$ cat src/rtl/lsce_pkg.sv
`timescale 1ns / 1ps
// ----------------------------------------------------------------------------
// lsce_pkg: shared constants and types for the line sensor centroid core
// Weight tables, field widths and the command/status bundles between the
// controller and the datapath.
// ----------------------------------------------------------------------------
package lsce_pkg;

  // Sensor array and field widths
  localparam int SENSOR_COUNT = 8;
  localparam int SUM_W        = 16;
  localparam int CNT_W        = 4;
  localparam int ERR_W        = 13;
  localparam int S_TDATA_W    = 8;
  localparam int M_TDATA_W    = 16;

  // Radix-4 divide: two quotient bits per step over a SUM_W-bit dividend
  localparam int DIV_STEPS    = SUM_W / 2;
  localparam int STEP_W       = $clog2(DIV_STEPS);
  localparam int REM_W        = 3;

  // Mode codes
  localparam logic MODE_LINEAR    = 1'b0;
  localparam logic MODE_SYMMETRIC = 1'b1;

  // Pattern with no sensor on the line
  localparam logic [SENSOR_COUNT-1:0] ALL_WHITE = 8'hFF;

  // Centre offset of the linear weights and the lost-line codes
  localparam logic signed [SUM_W-1:0] CENTRE_VALUE = 16'sd3500;
  localparam logic signed [SUM_W-1:0] LOST_SYM_ERR = -16'sd1;

  // Per-sensor weights, sensor 0 first
  localparam logic signed [SUM_W-1:0] LIN_WEIGHT [SENSOR_COUNT] = '{
    16'sd0, 16'sd1000, 16'sd2000, 16'sd3000,
    16'sd4000, 16'sd5000, 16'sd6000, 16'sd7000
  };
  localparam logic signed [SUM_W-1:0] SYM_WEIGHT [SENSOR_COUNT] = '{
    -16'sd250, -16'sd130, -16'sd65, -16'sd30,
    16'sd30, 16'sd65, 16'sd130, 16'sd250
  };

  // Controller to datapath commands
  typedef struct packed {
    logic load;    // capture a new pattern, form sum and count
    logic step;    // run one radix-4 divide step
    logic commit;  // form the error and load the output register
  } cmd_t;

  // Datapath to controller status
  typedef struct packed {
    logic lost;    // captured pattern saw no line
  } sts_t;

endpackage

$ cat src/rtl/lsce_dp.sv
`timescale 1ns / 1ps
// ----------------------------------------------------------------------------
// lsce_dp: datapath of the line sensor centroid core
// Forms the weighted sum and sensor count, divides the magnitude by the
// count two bits a step, then applies sign, centre and the lost-line rules.
// ----------------------------------------------------------------------------
module lsce_dp (
  input  logic                                clk,
  input  logic                                rst,
  input  logic                                weight_mode_we,
  input  logic                                weight_mode_wdata,
  input  logic [lsce_pkg::S_TDATA_W-1:0]      s_tdata,
  input  lsce_pkg::cmd_t                      cmd,
  output lsce_pkg::sts_t                      sts,
  output logic [lsce_pkg::M_TDATA_W-1:0]      m_tdata,
  output logic                                m_tuser
);

  logic                                 weight_mode;
  logic                                 last_pos;
  logic                                 lost;
  logic                                 neg;
  logic [lsce_pkg::CNT_W-1:0]           den;
  logic [lsce_pkg::REM_W-1:0]           rem;
  logic [lsce_pkg::SUM_W-1:0]           quo;
  logic [lsce_pkg::ERR_W-1:0]           out_err;
  logic                                 out_lost;

  logic signed [lsce_pkg::SUM_W-1:0]    sum_in;
  logic [lsce_pkg::CNT_W-1:0]           cnt_in;
  logic [lsce_pkg::SUM_W-1:0]           mag_in;
  logic [lsce_pkg::REM_W-1:0]           rem_next;
  logic [lsce_pkg::SUM_W-1:0]           quo_next;
  logic signed [lsce_pkg::SUM_W-1:0]    res;

  // Weighted sum and count of black sensors in the incoming pattern
  always_comb begin
    sum_in = '0;
    cnt_in = '0;
    for (int i = 0; i < lsce_pkg::SENSOR_COUNT; i++) begin
      if (!s_tdata[i]) begin
        if (weight_mode == lsce_pkg::MODE_SYMMETRIC) begin
          sum_in = sum_in + lsce_pkg::SYM_WEIGHT[i];
        end else begin
          sum_in = sum_in + lsce_pkg::LIN_WEIGHT[i];
        end
        cnt_in = cnt_in + lsce_pkg::CNT_W'(1);
      end
    end
    mag_in = sum_in[lsce_pkg::SUM_W-1] ? lsce_pkg::SUM_W'(-sum_in) : lsce_pkg::SUM_W'(sum_in);
  end

  // Two restoring divide steps; quotient bits shift in from the bottom
  always_comb begin
    logic [lsce_pkg::REM_W:0] rem_sh;
    rem_next = rem;
    quo_next = quo;
    for (int k = 0; k < 2; k++) begin
      rem_sh   = {rem_next, quo_next[lsce_pkg::SUM_W-1]};
      quo_next = {quo_next[lsce_pkg::SUM_W-2:0], 1'b0};
      if (rem_sh >= den) begin
        rem_sh      = rem_sh - den;
        quo_next[0] = 1'b1;
      end
      rem_next = rem_sh[lsce_pkg::REM_W-1:0];
    end
  end

  // Signed result with centre and lost-line handling
  always_comb begin
    logic signed [lsce_pkg::SUM_W-1:0] q_s;
    q_s = neg ? -$signed(quo) : $signed(quo);
    if (lost) begin
      if (weight_mode == lsce_pkg::MODE_SYMMETRIC) begin
        res = lsce_pkg::LOST_SYM_ERR;
      end else if (last_pos) begin
        res = lsce_pkg::CENTRE_VALUE;
      end else begin
        res = -lsce_pkg::CENTRE_VALUE;
      end
    end else if (weight_mode == lsce_pkg::MODE_LINEAR) begin
      res = q_s - lsce_pkg::CENTRE_VALUE;
    end else begin
      res = q_s;
    end
  end

  // Control registers: mode and last direction
  always_ff @(posedge clk) begin
    if (rst) begin
      weight_mode <= lsce_pkg::MODE_LINEAR;
      last_pos    <= 1'b0;
    end else begin
      if (weight_mode_we) begin
        weight_mode <= weight_mode_wdata;
      end
      if (cmd.commit && !lost && weight_mode == lsce_pkg::MODE_LINEAR) begin
        last_pos <= !res[lsce_pkg::SUM_W-1] && (res != '0);
      end
    end
  end

  // Working and output registers
  always_ff @(posedge clk) begin
    if (cmd.load) begin
      lost <= (s_tdata == lsce_pkg::ALL_WHITE);
      neg  <= sum_in[lsce_pkg::SUM_W-1];
      den  <= cnt_in;
      rem  <= '0;
      quo  <= mag_in;
    end else if (cmd.step) begin
      rem  <= rem_next;
      quo  <= quo_next;
    end
    if (cmd.commit) begin
      out_err  <= res[lsce_pkg::ERR_W-1:0];
      out_lost <= lost;
    end
  end

  assign sts.lost = lost;
  assign m_tdata  = {{(lsce_pkg::M_TDATA_W - lsce_pkg::ERR_W){1'b0}}, out_err};
  assign m_tuser  = out_lost;

endmodule

$ cat src/rtl/lsce_ctrl.sv
`timescale 1ns / 1ps
// ----------------------------------------------------------------------------
// lsce_ctrl: controller of the line sensor centroid core
// Sequences load, divide steps and commit, and owns the output valid flag.
// ----------------------------------------------------------------------------
module lsce_ctrl (
  input  logic            clk,
  input  logic            rst,
  input  logic            s_tvalid,
  output logic            s_tready,
  output logic            m_tvalid,
  input  logic            m_tready,
  input  lsce_pkg::sts_t  sts,
  output lsce_pkg::cmd_t  cmd
);

  typedef enum logic [1:0] {
    ST_IDLE,
    ST_DIV,
    ST_FIX
  } state_t;

  state_t                       state;
  state_t                       state_next;
  logic [lsce_pkg::STEP_W-1:0]  step_cnt;
  logic                         out_free;

  assign out_free = !m_tvalid || m_tready;
  assign s_tready = (state == ST_IDLE);

  // Decode commands and the next state
  always_comb begin
    cmd        = '0;
    state_next = state;
    case (state)
      ST_IDLE: begin
        if (s_tvalid) begin
          cmd.load   = 1'b1;
          state_next = ST_DIV;
        end
      end
      ST_DIV: begin
        if (sts.lost) begin
          state_next = ST_FIX;
        end else begin
          cmd.step = 1'b1;
          if (step_cnt == lsce_pkg::STEP_W'(lsce_pkg::DIV_STEPS - 1)) begin
            state_next = ST_FIX;
          end
        end
      end
      ST_FIX: begin
        if (out_free) begin
          cmd.commit = 1'b1;
          state_next = ST_IDLE;
        end
      end
      default: begin
        state_next = ST_IDLE;
      end
    endcase
  end

  // Hold state, step count and output valid
  always_ff @(posedge clk) begin
    if (rst) begin
      state    <= ST_IDLE;
      step_cnt <= '0;
      m_tvalid <= 1'b0;
    end else begin
      state <= state_next;
      if (cmd.load) begin
        step_cnt <= '0;
      end else if (cmd.step) begin
        step_cnt <= step_cnt + lsce_pkg::STEP_W'(1);
      end
      if (cmd.commit) begin
        m_tvalid <= 1'b1;
      end else if (m_tready) begin
        m_tvalid <= 1'b0;
      end
    end
  end

endmodule

$ cat src/rtl/line_sensor_centroid_error_core.sv
`timescale 1ns / 1ps
// ----------------------------------------------------------------------------
// line_sensor_centroid_error_core: line offset from an 8-sensor pattern
// Weighted centroid of the sensors that see the line, with lost-line rules.
// ----------------------------------------------------------------------------
// Usage:
//   Input beats on s_* carry one 8-bit pattern (bit i low = sensor i sees
//   the line). Output beats on m_* carry the signed 13-bit line error in
//   m_tdata[12:0] and the lost flag in m_tuser.
//   weight_mode_we/weight_mode_wdata write the mode register (0 = linear
//   weights minus centre with direction hold, 1 = symmetric weights); write
//   it only while no beat is in flight.
// Sequencing:
//   One beat is processed at a time. A found line takes 8 radix-4 divide
//   steps of the divider, then a commit that loads the output register;
//   the next input beat is taken only after that commit. A lost line
//   skips the divide steps and goes straight to the commit.
// Reset and stall:
//   rst clears the mode to 0, the held direction to negative, and the
//   output valid. While m_tready is low a finished result waits in the
//   output register; the next input beat is still taken and processed,
//   and its commit waits until the output register is free.
// ----------------------------------------------------------------------------
module line_sensor_centroid_error_core (
  input  logic                                clk,
  input  logic                                rst,
  input  logic                                weight_mode_we,
  input  logic                                weight_mode_wdata,
  input  logic                                s_tvalid,
  output logic                                s_tready,
  input  logic [lsce_pkg::S_TDATA_W-1:0]      s_tdata,   // [7:0] sensor_bits
  output logic                                m_tvalid,
  input  logic                                m_tready,
  output logic [lsce_pkg::M_TDATA_W-1:0]      m_tdata,   // [12:0] line_error, [15:13] zero
  output logic                                m_tuser    // [0] line_lost
);

  lsce_pkg::cmd_t cmd;
  lsce_pkg::sts_t sts;

  lsce_ctrl u_ctrl (
    .clk      (clk),
    .rst      (rst),
    .s_tvalid (s_tvalid),
    .s_tready (s_tready),
    .m_tvalid (m_tvalid),
    .m_tready (m_tready),
    .sts      (sts),
    .cmd      (cmd)
  );

  lsce_dp u_dp (
    .clk               (clk),
    .rst               (rst),
    .weight_mode_we    (weight_mode_we),
    .weight_mode_wdata (weight_mode_wdata),
    .s_tdata           (s_tdata),
    .cmd               (cmd),
    .sts               (sts),
    .m_tdata           (m_tdata),
    .m_tuser           (m_tuser)
  );

endmodule

$ cat config.mk
export PLATFORM = sky130hd
export DESIGN_NAME = line_sensor_centroid_error_core
export DESIGN_NICKNAME = d
export VERILOG_FILES = /design/src/rtl/lsce_pkg.sv /design/src/rtl/lsce_dp.sv /design/src/rtl/lsce_ctrl.sv /design/src/rtl/line_sensor_centroid_error_core.sv
export SDC_FILE = /design/constraint.sdc
export NUM_CORES = 1
export LEC_CHECK = 0
export ABC_AREA = 1
export BUFFER_PORTS_ARGS = -buffer_cell sky130_fd_sc_hd__buf_2
export CAP_MARGIN = 15
export CORE_ASPECT_RATIO = 0.5
export CORE_MARGIN = 2
export CORE_UTILIZATION = 50
export CTS_CLUSTER_DIAMETER = 40
export DETAILED_ROUTE_END_ITERATION = 10
export MAX_ROUTING_LAYER = met4
export PLACE_DENSITY = 0.71
export SETUP_SLACK_MARGIN = 0.5
export SYNTH_ARGS = -nofsm -noshare
export SYNTH_HDL_FRONTEND = slang
export SYNTH_HIERARCHICAL = 1
export SYNTH_SLANG_ARGS = --single-unit
$ cat constraint.sdc
create_clock -name clk -period 8.2 [get_ports clk]
set_clock_uncertainty 0.1 [all_clocks]
set_input_delay 0 -clock clk [delete_from_list [all_inputs] [get_ports clk]]
set_output_delay 0 -clock clk [all_outputs]
set_load 0.03 [all_outputs]
After elaboration in Yosys (flattened, before gate mapping)
Index checks and enable logic that the tools add are counted.
{ "totals": {"reg_bits": 47, "inputBits": 14, "out_inout_bits": 19, "elab_cells": 111} }
{ "classes": {"addsub": 27, "n_lt_le_gt_ge": 2, "eq_ne": 7, "muxes": 49, "bitwise": 1, "reduce_logical": 13} }
{ "ops": {"columns": ["operator", "n"], "rows": [
  ["$mux 16", 24],
  ["$add 16x14->16 const B", 3],
  ["$add 16x9->16 const B", 3],
  ["$add 16x13->16 const B", 2],
  ["$add 16x6->16 const B", 2],
  ["$add 16x8->16 const B", 2],
  ["$neg 16->16", 2],
  ["$mux 4", 7],
  ["$add 4x1->4 const B", 6],
  ["$add 16x11->16 const B", 1],
  ["$add 16x12->16 const B", 1],
  ["$reduce_bool 16->1", 1],
  ["$sub 16x13->16 const B", 1],
  ["$mux 1", 11],
  ["$eq 8x8->1 const B", 1],
  ["$ge 4x4->1", 2],
  ["$mux 2", 4],
  ["$mux 3", 2],
  ["$pmux 2 s3", 1],
  ["$sub 3x3->3", 2],
  ["$reduce_bool 2->1", 2],
  ["$add 3x1->3 const B", 1],
  ["$eq 3x3->1 const B", 1],
  ["$logic_and 1x1->1", 3],
  ["other kinds (12)", 14]
]} }

Depth between registers and ports, before layout
{ "logic_depth": {"ltp_word": 26, "depth_mapped": 46, "ltp_nobuf": 45} }

Hierarchy
The synthesis kept the hierarchy.
{ "modules_own_cells": {"columns": ["module", "n_inst", "cells_each", "area_each_um2", "seq_area_each_um2"], "rows": [
  ["lsce_dp", 1, 1064, 6417.4, 1181.1],
  ["lsce_ctrl", 1, 40, 299.0, 120.1]
]} }

Least setup slack after synthesis
Ideal clock, no wire load.
{ "synth_path": {"path_type": "register -> register", "from": "register u_dp.weight_mode", "to": "register u_dp/quo[7] (netlist name), data pin", "setup_ns": 0.252, "arrival_ns": 4.368, "required_time_ns": 7.848, "setup_slack_ns": 3.479, "stages_incl_launch_ff": 39, "n_path_buf": 2, "synth_period_minus_slack_ns": 4.721, "cell_sequence": "dfxtp_1 > buf_6 > nand2_4 > ha_1 > nor2_1 > inv_1 > nand2_4 > inv_2 > ha_1 > inv_1 > nand2_1 > nand2_1 > nand2_1 > nand2_2 > nand2_2 > nand2_1 > nand2_2 > ha_1 > [3 not listed] > inv_1 > ha_1 > nand2_1 > a21boi_1 > nand2_1 > nand3_1 > o21ai_2 > nor2_2 > nand3_1 > nand2_2 > nand4_2 > nand2_4 > nand2_4 > buf_6 > nand2_1 > nand2_1 > nand2_1 > nand2_1"} }
{ "synth_via": {"word_cells_on_any_way": 33, "cone_classes": "15 x add/sub; 18 x mux"} }
{ "synth_lines": {"columns": ["item", "line_no", "text"], "rows": [
  ["from (decl)", "lsce_dp.sv:19", "logic weight_mode;"],
  ["from (signal assigned)", "lsce_dp.sv:91", "weight_mode <= lsce_pkg::MODE_LINEAR;"],
  ["from (signal assigned)", "lsce_dp.sv:95", "weight_mode <= weight_mode_wdata;"],
  ["$mux 16", "lsce_dp.sv:42", "if (weight_mode == lsce_pkg::MODE_SYMMETRIC) begin"],
  ["$mux 16", "lsce_dp.sv:41", "if (!s_tdata[i]) begin"],
  ["$add 16x11->16 or $add 16x9->16 (tied branches)", "lsce_dp.sv:45, lsce_dp.sv:43", null],
  ["$mux 16", "lsce_dp.sv:42", null],
  ["$mux 16", "lsce_dp.sv:41", null],
  ["$add 16x12->16 or $add 16x8->16 (tied branches)", "lsce_dp.sv:45, lsce_dp.sv:43", null],
  ["$mux 16", "lsce_dp.sv:42", null],
  ["$mux 16", "lsce_dp.sv:41", null],
  ["[10 not listed]", null, null],
  ["$mux 16", "lsce_dp.sv:42", null],
  ["$mux 16", "lsce_dp.sv:41", null],
  ["$add 16x14->16 or $add 16x9->16 (tied branches)", "lsce_dp.sv:45, lsce_dp.sv:43", null],
  ["$mux 16", "lsce_dp.sv:42", null],
  ["$mux 16 (*)", "lsce_dp.sv:41", null],
  ["via u_dp.sum_in, one bit", "lsce_dp.sv:29", "logic signed [lsce_pkg::SUM_W-1:0] sum_in;"],
  ["$mux 16 (*)", "lsce_dp.sv:50", "mag_in = sum_in[lsce_pkg::SUM_W-1] ? lsce_pkg::SUM_W'(-sum_in) : lsce_pkg::SUM_W'(sum_in);"],
  ["$mux 16 (*)", "lsce_dp.sv:105", "if (cmd.load) begin"],
  ["to (signal assigned)", "lsce_dp.sv:110", "quo <= mag_in;"],
  ["to (signal assigned)", "lsce_dp.sv:113", "quo <= quo_next;"],
  ["to (decl)", "lsce_dp.sv:25", "logic [lsce_pkg::SUM_W-1:0] quo;"]
]} }
Mark *: on every way through the listed nets, which the timed path passes. The rest lies on a longest branch.
A chain may end at the register's enable or synchronous reset.

Worst setup path after layout
{ "layout_path": {"from": "register u_dp.weight_mode", "to": "register u_dp/quo[9] (netlist name), data pin"} }
{ "layout_via": {"elab_chain_len": 26, "word_cells_on_any_way": 33, "cone_classes": "15 x add/sub; 18 x mux"} }
{ "layout_lines": {"columns": ["item", "line_no"], "rows": [
  ["$mux 16", "lsce_dp.sv:42"],
  ["$mux 16", "lsce_dp.sv:41"],
  ["$add 16x11->16 or $add 16x9->16 (tied branches)", "lsce_dp.sv:45, lsce_dp.sv:43"],
  ["$mux 16", "lsce_dp.sv:42"],
  ["$mux 16", "lsce_dp.sv:41"],
  ["$add 16x12->16 or $add 16x8->16 (tied branches)", "lsce_dp.sv:45, lsce_dp.sv:43"],
  ["$mux 16", "lsce_dp.sv:42"],
  ["$mux 16", "lsce_dp.sv:41"],
  ["[10 not listed]", null],
  ["$mux 16", "lsce_dp.sv:42"],
  ["$mux 16", "lsce_dp.sv:41"],
  ["$add 16x14->16 or $add 16x9->16 (tied branches)", "lsce_dp.sv:45, lsce_dp.sv:43"],
  ["$mux 16", "lsce_dp.sv:42"],
  ["$mux 16 (*)", "lsce_dp.sv:41"],
  ["$neg 16->16", "lsce_dp.sv:50"],
  ["$mux 16 (*)", "lsce_dp.sv:50"],
  ["$mux 16 (*)", "lsce_dp.sv:105"]
]} }
Mark *: on every way between the ends. The rest lies on a longest branch, timed or not.

==> impl_metrics.py <==
metrics = {
    "grt": {
        "grt_pass1_wl_um": 26600,
        "track_usage": 0.221,
        "grt_pass1_vias": 6025,
        "grt_antenna_before_repair": 1,
        "grt_max_degree": 33,
        "overflow": 0,
    },
    "finish": {
        "multi_input_area_um2": 4730,
        "drive_above_1_share": 0.129,
        "num-nets-final": 1172,
        "fillers": 1301,
        "final-seq-area_um2": 1300,
        "diodes": 0,
        "syn2layout_area_growth_pct": 6.20,
    },
    "route": {
        "drt-wirelength-per-cell_um": 12.0,
        "dr.pass1.iters": 5,
        "first_iter_violations": 327,
        "vias": 6723,
        "wl_um": 15500,
        "drc": 0,
        "vias_per_cell": 5.21,
        "antenna_left": 0,
    },
    "logic_synthesis": {
        "synth_most_common_cell": "nand2_1",
        "synthArstFlopShare": 0,
        "yosysTopAreaCell": "nand2_1",
        "ys_seq_area_frac": 0.194,
        "synth_area_leaders": "nand2_1 20%, edfxtp_1 16%, nand3_1 8.5%, ha_1 6.9%, inv_1 6.6%",
        "synth_area_um2": 6720,
        "synth_ff_type": "edfxtp_1",
        "syn_avg_cell_area_um2": 6.08,
        "synth_top_area_share": 0.205,
        "synthDistinctLibCells": 57,
        "synth_seq_cells": 47,
        "synth_warnings": 6,
        "synth_common_cells": "366 x nand2_1, 118 x inv_1, 114 x nand3_1",
        "synth_edf_count": 36,
        "syn_inst": 1104,
    },
    "floorplanning": {
        "initial_core_util": 0.521,
        "dieArea_um2": 14400,
        "core_um2": 12900,
        "dieHeight_um": 86.0,
        "placementRows": 29,
        "die_w_um": 168,
        "ios": 33,
    },
    "sta": {
        "fin_crit_ns": 5.55,
        "setup_tns_ns": 0,
        "rsz0062_at_grt": "no",
        "finalSetupViolations": 0,
        "hold_slack_ns": 0.0318,
        "relSlewSlack": 0.600,
        "max_freq_mhz": 180,
        "min_period_over_period": 0.676,
        "hold_viol_final": 0,
        "maxSlewViolCount": 0,
        "worstMarginPinSlew_ns": 0.598,
    },
    "cts": {
        "htreeDepth": 2,
        "clock_path_buffers": 2,
        "cts_tree": "yes",
        "clock_latency_ns": 0.29,
        "cts.root.buffer_cell": "clkbuf_16",
        "cts.clk_slew.worst_paths_ns": 0.07,
        "clkSinkCount": 47,
        "cts_buffers": 5,
        "cts-resized-gates": 0,
    },
    "setup_path": {
        "cp.arrival_ns": 5.48,
        "cp_slowest_stage_delay_ns": 0.56,
        "r2r_setup_slack_ns": 2.65,
        "crit_type": "reg2reg",
        "cpMaxStageDelayCell": "dfxtp_2",
        "cp-start-kind": "flop",
        "crit_fanout": 19,
        "cp.required_ns": 8.13,
        "cp-end-kind": "flop",
        "crit_top_cell": "nand2_1",
    },
    "power_and_ir_drop": {
        "leakagePower_nw": 3.62,
        "p_per_area_nw_per_um2": 197,
        "ir_drop_v": 0.000106,
        "p_total_mw": 1.40,
    },
    "placement": {
        "gp_congestion": 0.897,
        "port_buffers": 29,
        "dp_hpwl_um": 12500,
    },
    "flow_run": {
        "drv_cap": 0,
    },
    "outcome": {
        "outcome": "complete, no violations",
    },
    "min_path": {
        "worst_hold_path_type": "in2reg",
    },
}
## final cells by class
class / count / area share
flip-flops and latches: 47 / 0.183
multi-input cells: 886 / 0.663
well taps: 170 / 0.0298
inverters: 143 / 0.0752
clock buffers: 5 / 0.0175
clock inverters: 3 / 0.00281
repair buffers: 36 / 0.0291
## path summary, 6_finish.rpt
path | from | endpoint | cells after the start
worst min register to register | u_dp/last_pos | u_dp/last_pos | 2
worst min-delay path | weight_mode_wdata | u_dp/weight_mode | 3
worst max-delay path | u_dp/weight_mode | u_dp/quo[9] | 36
worst max register to register | u_dp/weight_mode | u_dp/quo[9] | 36
## state kept, by name (all words and copies together), names as in the netlist, 2 cells and up
signal,cells
u_dp/den,4
u_dp/quo,16
u_dp/rem,3
u_ctrl/state,2
u_dp/out_err,13
u_ctrl/step_cnt,3
## cell families after synthesis
logic type      after synthesis  synth area share
simple gates                687             0.463
buf+inv                     173             0.103
compound gates              107            0.0972
xor+xnor                     50            0.0674
flops                        47             0.194
fa+ha+maj                    39            0.0749
other cells                   1          0.000558
## metrics by stage
| step | util | instances | cell area [um^2] | worst slack [ns] |
|---|---|---|---|---|
| global placement | 0.539 | 1278 | 6950 | 2.81 |
| global route | 0.554 | 1290 | 7130 | 1.91 |
| finish | 0.554 | 1290 | 7130 | 2.65 |
| detailed placement | 0.539 | 1278 | 6950 | 2.68 |
| floorplan | - | 1106 | 6720 | 3.48 |
| CTS | 0.554 | 1290 | 7130 | 2.63 |
## layer usage
layer	vias up	share of wire	global-route usage
met4	0	0.012	0.0419
met5	-	0	-
met1	2998	0.50	0.287
met3	17	0.030	0.0120
met2	112	0.46	0.390
li1	3596	-	-
## placed cells by master, fill, tap and decap left out, drive strengths merged
cell type / Yosys / layout
a21boi: 2 / 2
a21o: 1 / 1
a21oi: 30 / 30
a221oi: 1 / 1
a22oi: 1 / 1
a31oi: 7 / 7
and2: 1 / 1
and3: 1 / 1
buf: 18 / 32
clkbuf: 12 / 5
clkinv: 2 / 4
clkinvlp: 0 / 1
conb: 1 / 3
dfxtp: 11 / 11
dlygate4sd3: 0 / 4
edfxtp: 36 / 36
fa: 2 / 2
ha: 37 / 37
inv: 141 / 141
nand2: 407 / 407
nand3: 123 / 123
nand3b: 5 / 5
nand4: 27 / 27
nor2: 101 / 101
nor3: 12 / 12
nor4: 2 / 2
o211ai: 7 / 7
o21ai: 46 / 46
o21bai: 4 / 4
o22ai: 5 / 5
o31ai: 2 / 2
o41ai: 1 / 1
or2: 8 / 8
xnor2: 11 / 11
xor2: 39 / 39
## what timing repair did
action | CTS | global route
endpoints found under the setup margin | 0 | 0
hold endpoints to repair | 5 | 0
hold buffers | 4 | 0
setup buffers | 0 | 0
## worst max-delay path, delay by kind of cell, from the launching register on
kind	cells	cell delay (ns)
AOI/OAI and AO/OA	3	0.46
adders and majority gates	4	1.11
buffers and inverters	4	0.35
DFF	1	0.56
and+or+nand+nor	25	2.69
## power by group
group / internal, mW / total [mW] / switching [mW] / leakage [nW]
Clock: 0.113 / 0.204 / 0.0913 / 0.0674
Combinational: 0.294 / 0.857 / 0.562 / 3.11
Sequential: 0.308 / 0.341 / 0.0330 / 0.434
Note: power is estimated with default switching activity, not from simulation.
